## src/hw/rtl/ptw_pkg.sv

```systemverilog
// shared types, sizes and codes for the page table walk engine
package ptw_pkg;

    localparam int NUM_TABLES    = 64;
    localparam int TABLE_ENTRIES = 512;
    localparam int LEVELS        = 4;
    localparam int QUEUE_DEPTH   = 2;

    localparam int IDX_W     = $clog2(TABLE_ENTRIES);
    localparam int TBL_W     = $clog2(NUM_TABLES);
    localparam int CNT_W     = $clog2(NUM_TABLES + 1);
    localparam int LVL_W     = $clog2(LEVELS);
    localparam int ADDR_W    = TBL_W + IDX_W;
    localparam int MEM_DEPTH = NUM_TABLES * TABLE_ENTRIES;

    localparam int VA_W       = 48;
    localparam int PA_W       = 52;
    localparam int FLAG_W     = 12;
    localparam int PAGE_SHIFT = 12;
    localparam int PN_W       = PA_W - PAGE_SHIFT;
    localparam int ENTRY_W    = 64;
    localparam int CFG_AW     = 4;
    localparam int CFG_DW     = 64;

    localparam int QPTR_W = (QUEUE_DEPTH > 1) ? $clog2(QUEUE_DEPTH) : 1;
    localparam int QCNT_W = $clog2(QUEUE_DEPTH + 1);

    localparam logic [1:0] ACT_MAP    = 2'd0;
    localparam logic [1:0] ACT_UNMAP  = 2'd1;
    localparam logic [1:0] ACT_LOOKUP = 2'd2;

    localparam logic [1:0] STAT_DONE    = 2'd0;
    localparam logic [1:0] STAT_NOMAP   = 2'd1;
    localparam logic [1:0] STAT_EXHAUST = 2'd2;

    localparam logic [0:0] REG_POOL_BASE = 1'b0;

    localparam logic [FLAG_W-1:0] LINK_FLAGS = 12'h003;

    typedef enum logic [1:0] {
        OP_MAP,
        OP_UNMAP,
        OP_LOOKUP,
        OP_NONE
    } op_t;

    typedef enum logic [2:0] {
        S_INIT,
        S_IDLE,
        S_RD,
        S_CHK,
        S_CLEAR,
        S_LINK,
        S_FIN
    } walk_state_t;

    typedef struct packed {
        op_t                              op;
        logic [LEVELS-1:0][IDX_W-1:0]     idx;
        logic [PN_W-1:0]                  pn;
        logic [FLAG_W-1:0]                flags;
    } item_t;

    typedef struct packed {
        logic full;
        logic empty;
    } q_stat_t;

    typedef struct packed {
        logic init_busy;
    } back_stat_t;

endpackage

```

## src/hw/rtl/ptw_queue.sv

```systemverilog
// short request queue between intake and walker
module ptw_queue
    import ptw_pkg::*;
(
    input  logic    clk,
    input  logic    rst_n,
    input  logic    push,
    input  item_t   push_item,
    input  logic    pop,
    output item_t   pop_item,
    output q_stat_t q_stat
);

    item_t              entry_reg [QUEUE_DEPTH];
    logic [QPTR_W-1:0]  wr_ptr_reg, wr_ptr_next;
    logic [QPTR_W-1:0]  rd_ptr_reg, rd_ptr_next;
    logic [QCNT_W-1:0]  cnt_reg, cnt_next;

    function automatic logic [QPTR_W-1:0] ptr_inc(input logic [QPTR_W-1:0] p);
        if (p == QPTR_W'(QUEUE_DEPTH - 1))
            return '0;
        else
            return p + 1'b1;
    endfunction

    always_comb
    begin
        wr_ptr_next = push ? ptr_inc(wr_ptr_reg) : wr_ptr_reg;
        rd_ptr_next = pop  ? ptr_inc(rd_ptr_reg) : rd_ptr_reg;
        cnt_next    = cnt_reg + QCNT_W'(push) - QCNT_W'(pop);
        q_stat.full  = (cnt_reg == QCNT_W'(QUEUE_DEPTH));
        q_stat.empty = (cnt_reg == '0);
        pop_item     = entry_reg[rd_ptr_reg];
    end

    always_ff @(posedge clk or negedge rst_n)
    begin
        if (!rst_n)
        begin
            wr_ptr_reg <= '0;
            rd_ptr_reg <= '0;
            cnt_reg    <= '0;
        end
        else
        begin
            wr_ptr_reg <= wr_ptr_next;
            rd_ptr_reg <= rd_ptr_next;
            cnt_reg    <= cnt_next;
        end
    end

    always_ff @(posedge clk)
    begin
        if (push)
        begin
            entry_reg[wr_ptr_reg] <= push_item;
        end
    end

endmodule

```

## config.mk

```make
export PLATFORM = sky130hd
export DESIGN_NAME = ptw_queue
export DESIGN_NICKNAME = d
export VERILOG_FILES = /design/src/hw/rtl/ptw_pkg.sv /design/src/hw/rtl/ptw_queue.sv
export SDC_FILE = /design/constraint.sdc
export NUM_CORES = 1
export LEC_CHECK = 0
export BUFFER_PORTS_ARGS = -buffer_cell sky130_fd_sc_hd__buf_4
export CORE_MARGIN = 10
export CORE_UTILIZATION = 29
export DETAILED_ROUTE_END_ITERATION = 8
export GPL_TIMING_DRIVEN = 1
export HOLD_SLACK_MARGIN = 0.03
export PLACE_DENSITY_LB_ADDON = 0.12
export RECOVER_POWER = 25
export SLEW_MARGIN = 20
export SYNTH_ARGS = -nofsm -noshare
export SYNTH_HDL_FRONTEND = slang
export SYNTH_SLANG_ARGS = --single-unit
```

## constraint.sdc

```tcl
create_clock -name clk -period 10 [get_ports clk]
set_clock_uncertainty 0.05 [all_clocks]
set_input_delay 1.5 -clock clk [delete_from_list [all_inputs] [get_ports clk]]
set_output_delay 1.5 -clock clk [all_outputs]
set_load 0.02 [all_outputs]
```

==> impl_metrics.toml, run 1 <==
[global_route]
overflow = 0
grt_max_degree = 61
grt_pass1_wl_um = 22600
grt_pass1_vias = 3739
antenna_found_initial = 0
grtUsageTotal_pct = 10.0

[setup_path]
cp_cell_sequence = "buf_4, mux2_2, buf_4"
crit_path_end_kind = "output pin"
cp_slowest_cell = "dfrtp_4"
cp-start-kind = "register"
required_ns = 8.45
worst_ep_arrival_time_ns = 2.56
r2r_setup_slack_ns = 7.81
cp_common_cell = "buf_4"
critPathKind = "reg2out"
worst-path-max-fanout = 60
max_stage_delay_ns = 0.71

[cells_and_area]
final_cell_mix = "180 x edfxtp_1, 129 x buf_4, 90 x mux2_2, 44 x clkbuf_4, 18 x clkbuf_1"
stdcell_count = 818
final_common_cell = "edfxtp_1"
nFillCells = 2097
diodes = 0
fin_util_pct = 39.3
largest_reg_flops = 180
final_area_um2 = 8960
nets = 589
area_growth_pct = 32.7
drive_above_1_share_pct = 58.4

[sta]
maxSlewHeadroom_pct = 42.8
hold_viol_final = 0
setup_viol = 0
period_needed_ns = 4.11
rsz0062_at_grt = "false"
fmax_ghz = 0.243
period_share_pct = 41.1
worst-slew-pin-transition_ns = 0.858
timing.hold.ws_ns = 0.511
setup_tns_ns = 0
drv_slew = 0

[place]
globalplace.congestion = 0.685
portBuffers = 185
placed_cells = 787
hpwl_um = 10000
dpl_cell_area_um2 = 8440

[drt]
via_per_inst = 4.10
wl_per_cell_um = 18.4
postRouteWirelength_um = 15000
drt-pass1-iter-count = 4
drtIter0Drc = 167
vias = 3354
drc_errors = 0
drtAntennaViolNets = 0

[pwr]
p_clk_share_pct = 25.4
seqPwrFrac_pct = 41.2
power.density_nw_per_um2 = 293
p_sw_mw = 0.830
total_leakage_power_nw = 3.27
swShare_pct = 31.7
p_int_mw = 1.79
pwr-share-comb_pct = 33.4
max-vdd-ir-drop_v = 0.000119

[die]
core_um2 = 22800
die_w_um = 173
rows = 55
io_pins = 186
die_y_um = 173
initial_core_util_pct = 29.6
fp.dieArea_um2 = 29800

[synthesis]
synth.cell_area_um2 = 6750
postSynthAreaPerCell_um2 = 22.9
yosysUniqueCellTypes = 12
synth_area_leader_cell = "edfxtp_1"
synthCells = 295
synth_area_leaders = "edfxtp_1 80%, mux2_2 15%, clkbuf_8 1.8%"
seq_area_frac_synth_pct = 81.6
syn_nets = 391
yosysWarnings = 0
synth_seq_cells = 184
netlist.area_leader.share_pct = 80.1

[clocking]
clk_latency_ns = 0.42
cts_resized = 0
cts_tree = "built"
postCtsSetupBuffers = 0
numCtsBuffers = 17
ctsHoldBuffers = 0
cts_sinks = 184
cts_root_buf = "clkbuf_16"
path_clk_slew_ns = 0.07
clock_path_buffers = 2
htree_levels = 4

[flow_run]
maxCapViolations = 0

[hold_path]
hp-class = "reg2reg"

[status]
status = "finished, final reports clean"
[per-stage QoR]
| stage | total power [mW] | setup slack, ns |
|---|---|---|
| after floorplan | 1.66 | 3.97 |
| after global placement | 2.00 | 6.28 |
| after detailed placement | 2.01 | 6.25 |
| after CTS | 2.69 | 5.79 |
| after global routing | 2.76 | 5.72 |
| final | 2.62 | 5.89 |
[layout make-up]
type	count	area, µm²	area share [%]
clock inverters	12	144	1.61
clock buffers	19	433	4.83
flip-flops and latches	184	5510	61.5
inverters	2	7.51	0.0838
well taps	313	392	4.37
repair buffers	189	1360	15.2
multi-input cells	99	1110	12.4
[worst paths after layout]
path,start,end,cells past startpoint
max,rd_ptr_reg$_DFFE_PN0P_,pop_item[35],3
min,wr_ptr_reg$_DFFE_PN0P_,wr_ptr_reg$_DFFE_PN0P_,1
max reg2reg,wr_ptr_reg$_DFFE_PN0P_,entry_reg[0][59]$_DFFE_PP_,3
min reg2reg,wr_ptr_reg$_DFFE_PN0P_,wr_ptr_reg$_DFFE_PN0P_,1
max in group asynchronous,rst_n,rd_ptr_reg$_DFFE_PN0P_,1
min in group asynchronous,rst_n,wr_ptr_reg$_DFFE_PN0P_,1
[power by group through the flow]
stage,Combinational [mW],Clock [mW],Sequential (mW)
floorplan,0.585,0,1.08
global placement,0.903,0,1.10
detailed placement,0.907,0,1.10
CTS,0.912,0.688,1.09
global route,0.941,0.720,1.10
finish,0.875,0.666,1.08
[critical path, delay by kind of cell, from the launching register on]
family,cells,cell delay (ns)
buffers and inverters,2,0.86
muxes,1,0.42
DFF,1,0.71
[cell usage after synthesis, drive strengths merged]
master  count
edfxtp    180
mux2       90
clkbuf      9
dfrtp       4
ha          2
inv         2
nor2b       2
xor2        2
and2        1
buf         1
nor2        1
xor3        1
[cell families (layout without fill, tap and decap cells)]
| kind of cell | after synthesis | after routing | share of synthesized area, % |
|---|---|---|---|
| xor+xnor | 3 | 3 | 0.612 |
| flops | 184 | 184 | 81.6 |
| fa+ha+maj | 2 | 2 | 0.371 |
| simple gates | 4 | 4 | 0.334 |
| buf+inv | 12 | 222 | 2.11 |
| mux | 90 | 90 | 15.0 |
[layer usage]
layer,global-route usage [%],share of wire (%)
met1,11.6,41
met2,16.0,50
met3,4.27,7.5
met4,4.13,1.5
met5,0,0
No activity file was read; power rests on OpenSTA's default activity.
==> inputs of run 2 (changes only) <==
- ABC_AREA: default -> 1
- clock period: 10 -> 4.1 ns (I/O delays scaled with it)
==> impl_metrics.toml, run 2 <==
[pwr]
power.density_nw_per_um2 = 725
finalPower_mw = 6.69
p_int_mw = 4.25
total_leakage_power_nw = 3.80
p_clk_share_pct = 24.2
swShare_pct = 36.4
pwr-share-comb_pct = 35.5
seqPwrFrac_pct = 40.3
p_sw_mw = 2.43
max-vdd-ir-drop_v = 0.000277

[sta]
maxSlewHeadroom_pct = 42.6
worst-slew-pin-transition_ns = 0.862
setup_viol = 0
rsz0062_at_grt = "false"
setup_tns_ns = 0
period_share_pct = 69.8
hold_viol_final = 0
fmax_ghz = 0.349
drv_slew = 0
period_needed_ns = 2.86

[setup_path]
crit_path_end_kind = "output pin"
startpoint = "rd_ptr_reg$_DFFE_PN0P_"
cp-endpoint = "pop_item[49]"
required_ns = 3.43
cp-start-kind = "register"
max_stage_delay_ns = 0.96
worst_ep_arrival_time_ns = 2.20
rr_worst_depth = 3
cp_cell_sequence = "buf_4, nand2_1, o21ai_1, buf_4"
cp.depth = 4
cp_num_buf_inv = 2
r2r_setup_slack_ns = 2.08
worst-path-max-fanout = 81
reg2reg_to = "entry_reg[1][3]$_DFFE_PP_"
cp_common_cell = "buf_4"
r2r_start = "wr_ptr_reg$_DFFE_PN0P_"
cp_slowest_cell = "dfrtp_4"
critPathKind = "reg2out"
crit_family = "flip-flops"

[global_route]
grt_pass1_vias = 4360
gr-usage-met3_pct = 4.51
antenna_found_initial = 0
overflow = 0
grtUsageTotal_pct = 10.0
top_usage_layer = "met2"
met1_usage_pct = 11.7
grt_util_met2_pct = 16.2
grt_pass1_wl_um = 24000
grt_max_degree = 82

[drt]
postRouteWirelength_um = 15300
drc_errors = 0
drt-pass1-iter-count = 4
wl_per_cell_um = 15.0
via_per_inst = 3.99
drtAntennaViolNets = 0
drtIter0Drc = 160
vias = 4085

[synthesis]
yosysMostFrequentCell = "edfxtp_1"
synth_edf_count = 180
netlist.area_leader.share_pct = 76.6
synth_area_leaders = "edfxtp_1 77%, o21ai_1 5.6%, inv_1 5.2%"
yosysUniqueCellTypes = 15
synthCells = 495
synth_seq_cells = 184
dominantRegCellSynth = "edfxtp_1"
synth_area_leader_cell = "edfxtp_1"
yosysWarnings = 0
syn_nets = 591
synth.cell_area_um2 = 7060
synthTopCellsByCount = "180 x edfxtp_1, 97 x inv_1, 86 x nand2_1, 79 x o21ai_1, 11 x o21ai_2"
seq_area_frac_synth_pct = 78.0
postSynthAreaPerCell_um2 = 14.3
synth_async_sr_flop_share_pct = 2.17

[cells_and_area]
final_area_um2 = 9220
diodes = 0
final_cell_mix = "180 x edfxtp_1, 127 x buf_4, 96 x inv_1, 86 x nand2_1, 79 x o21ai_1"
nFillCells = 2364
nets = 782
largest_reg_flops = 180
final_common_cell = "edfxtp_1"
drive_above_1_share_pct = 33.3
area_growth_pct = 30.6

[die]
fp.dieArea_um2 = 31000
rows = 57
core_um2 = 24100
die_y_um = 176
io_pins = 186
initial_core_util_pct = 29.3
die_w_um = 176

[place]
hpwl_um = 10500
globalplace.congestion = 0.687
dpl_cell_area_um2 = 8670
portBuffers = 185

[clocking]
clock_path_buffers = 2
htree_levels = 4
numCtsBuffers = 17
cts_sinks = 184
cts_tree = "built"
cts_root_buf = "clkbuf_16"
clk_latency_ns = 0.41
path_clk_slew_ns = 0.07

[flow_run]
maxCapViolations = 0

[hold_path]
holdPathStages = 1
hp-class = "in2reg"

[status]
status = "finished, final reports clean"
==> run 2: cell types whose count changed in the layout (fill, tap and decap cells not counted), moves of 10 or more <==
cell     delta
o21ai_2    +11
mux2_2     -90
inv_1      +94
nand2_1    +86
o21ai_1    +79
nand2_2    +10
==> run 2: area by class of cell <==
class / count / area [µm²] / area share, %
Clock inverter: 14 / 155 / 1.68
Tap cell: 324 / 405 / 4.40
Clock buffer: 18 / 429 / 4.66
Timing Repair Buffer: 192 / 1410 / 15.3
Multi-Input combinational cell: 194 / 943 / 10.2
Sequential cell: 184 / 5510 / 59.8
Inverter: 97 / 367 / 3.98
==> run 2: kinds of logic (layout without fill, tap and decap cells) <==
| family | Yosys count | count (layout) | synth area share, % |
|---|---|---|---|
| simple gates | 100 | 100 | 5.69 |
| xor+xnor | 2 | 2 | 0.248 |
| buf+inv | 117 | 321 | 8.74 |
| fa+ha+maj | 2 | 2 | 0.354 |
| compound gates | 90 | 90 | 6.97 |
| flops | 184 | 184 | 78.0 |
==> run 2: how the worst min path moves through the flow <==
stage	to	from
6_report	entry_reg[1][14]$_DFFE_PP_	push_item[14]
5_1_grt	entry_reg[1][14]$_DFFE_PP_	push_item[14]
4_1_cts	entry_reg[0][56]$_DFFE_PP_	push_item[56]
3_5_place_dp	cnt_reg[0]$_DFF_PN0_	rst_n
3_3_place_gp	cnt_reg[1]$_DFF_PN0_	rst_n
2_1_floorplan	cnt_reg[0]$_DFF_PN0_	rst_n
==> run 2: metal layers <==
layer / up-vias / share of wire [%]
li1: 2045 / -
met1: 1905 / 43
met2: 125 / 48
met3: 10 / 7.8
met4: 0 / 1.4
met5: - / 0
==> run 2: worst register-to-register path: cells and delay by family, from the launching register on <==
family | cells | cell delay, ns
buffers and inverters | 2 | 1.06
AND/OR/NAND/NOR | 1 | 0.11
flip-flops | 1 | 0.42
==> run 2: power groups by stage <==
stage	clock network (mW)	logic [mW]	registers, mW
floorplan	0	1.65	2.63
global placement	0	2.44	2.74
detailed placement	0	2.46	2.75
CTS	1.68	2.46	2.71
global route	1.76	2.61	2.75
finish	1.62	2.37	2.70
==> run 2: through the flow <==
step           hold WS, ns  worst slack, ns  std cells  util [%]
3_5_place_dp         0.364             1.64        990      36.0
6_report             0.335             1.24       1023      38.2
4_1_cts              0.298             1.15       1023      38.4
3_3_place_gp         0.364             1.63        990      36.0
2_1_floorplan        0.269            0.648        495         -
5_1_grt              0.305             1.01       1023      38.2
==> run 2: timing repair <==
| item | CTS | global route |
|---|---|---|
| hold buffers | 1 | 0 |
| resized for setup | 0 | 0 |
| endpoints found under the hold margin | 4 | 0 |
| setup buffers | 0 | 0 |
==> inputs of run 3 (changes only) <==
- clock period: 4.1 -> 3 ns (I/O delays scaled with it)
==> impl_metrics.toml, run 3 (synthesis results as in run 2) <==
[sta]
period_needed_ns = 2.21
setup_tns_ns = 0
fmax_ghz = 0.453
drv_slew = 0
worst-slew-pin-transition_ns = 0.559
maxSlewHeadroom_pct = 62.7
period_share_pct = 73.6
setup_viol = 0
rsz0062_at_grt = "false"
timing.hold.ws_ns = 0.161
hold_viol_final = 0

[clocking]
clk_latency_ns = 0.41
path_clk_slew_ns = 0.07
ctsHoldBuffers = 1
cts_sinks = 184
cts_resized = 0
cts_tree = "built"
cts_root_buf = "clkbuf_16"
clock_path_buffers = 2
postCtsSetupBuffers = 0
numCtsBuffers = 17
htree_levels = 4

[die]
io_pins = 186
core_um2 = 24100
fp.dieArea_um2 = 31000
die_y_um = 176
initial_core_util_pct = 29.3
die_w_um = 176
rows = 57

[drt]
vias = 4102
wl_per_cell_um = 15.1
drc_errors = 0
via_per_inst = 4.00
drt-pass1-iter-count = 4
postRouteWirelength_um = 15500
drtAntennaViolNets = 0
drtIter0Drc = 238

[cells_and_area]
stdcell_count = 1025
drive_above_1_share_pct = 32.8
final_cell_mix = "180 x edfxtp_1, 127 x buf_4, 96 x inv_1, 86 x nand2_1, 79 x o21ai_1"
diodes = 0
nets = 784
largest_reg_flops = 180
fin_util_pct = 38.5
nFillCells = 2376
area_growth_pct = 31.5
final_common_cell = "edfxtp_1"

[setup_path]
critPathKind = "reg2out"
worst_ep_arrival_time_ns = 1.71
required_ns = 2.50
worst-path-max-fanout = 75
crit_path_end_kind = "output pin"
cp-start-kind = "register"

[global_route]
gr-usage-met3_pct = 4.57
grt_pass1_vias = 4273
met1_usage_pct = 11.7
grtUsageTotal_pct = 9.97
overflow = 0
antenna_found_initial = 0
grt_pass1_wl_um = 23700
grt_util_met2_pct = 16.0
grt_max_degree = 76
top_usage_layer = "met2"

[pwr]
total_leakage_power_nw = 3.82
power.density_nw_per_um2 = 1000
max-vdd-ir-drop_v = 0.000474

[place]
placed_cells = 992
hpwl_um = 10800
portBuffers = 185
globalplace.congestion = 0.690

[status]
status = "finished, final reports clean"

[hold_path]
hp-class = "in2reg"

[flow_run]
maxCapViolations = 0
## run 3: worst paths after layout
path / startpoint / end / slack [ns] / cells after the start
setup / recovery: rd_ptr_reg$_DFFE_PN0P_ / pop_item[25] / 0.79 / 3
hold / removal: pop / rd_ptr_reg$_DFFE_PN0P_ / 0.16 / 2
setup reg to reg: wr_ptr_reg$_DFFE_PN0P_ / entry_reg[0][64]$_DFFE_PP_ / 1.33 / 2
hold reg to reg: wr_ptr_reg$_DFFE_PN0P_ / wr_ptr_reg$_DFFE_PN0P_ / 0.49 / 1
max in group asynchronous: rst_n / rd_ptr_reg$_DFFE_PN0P_ / 2.47 / 2
min in group asynchronous: rst_n / wr_ptr_reg$_DFFE_PN0P_ / 0.31 / 2
## run 3: final cells by class
cell class | instances | area, µm² | area share, %
clock inverter | 15 | 180 | 1.94
clock buffer | 17 | 425 | 4.58
inverter | 97 | 367 | 3.95
multi-input combinational | 194 | 943 | 10.2
timing repair buffer | 194 | 1450 | 15.7
sequential | 184 | 5510 | 59.3
tap | 324 | 405 | 4.37
## run 3: metal layers
layer | share of wire [%] | vias to the layer above
met1 | 43 | 1916
li1 | - | 2052
met3 | 8.1 | 13
met2 | 47 | 121
met5 | 0 | -
met4 | 1.2 | 0
## run 3: critical path: stages (launching register included)
cell and delay, ns:
dfrtp_4 0.53, buf_12 0.22, o21ai_1 0.29, buf_4 0.19
## run 3: power breakdown
group | total [mW] | internal [mW] | switching [mW]
sequential | 3.54 | 3.41 | 0.132
combinational | 3.47 | 1.27 | 2.19
clock | 2.30 | 1.27 | 1.04
## run 3: stage by stage
| stage | power (mW) | instance area, µm² | worst slack (ns) |
|---|---|---|---|
| 5_1_grt | 9.90 | 9280 | 0.686 |
| 4_1_cts | 9.54 | 9350 | 0.757 |
| 2_1_floorplan | 5.85 | 7070 | 0.269 |
| 3_3_place_gp | 7.16 | 8740 | 1.18 |
| 3_5_place_dp | 7.19 | 8740 | 1.14 |
| 6_report | 9.31 | 9280 | 0.791 |
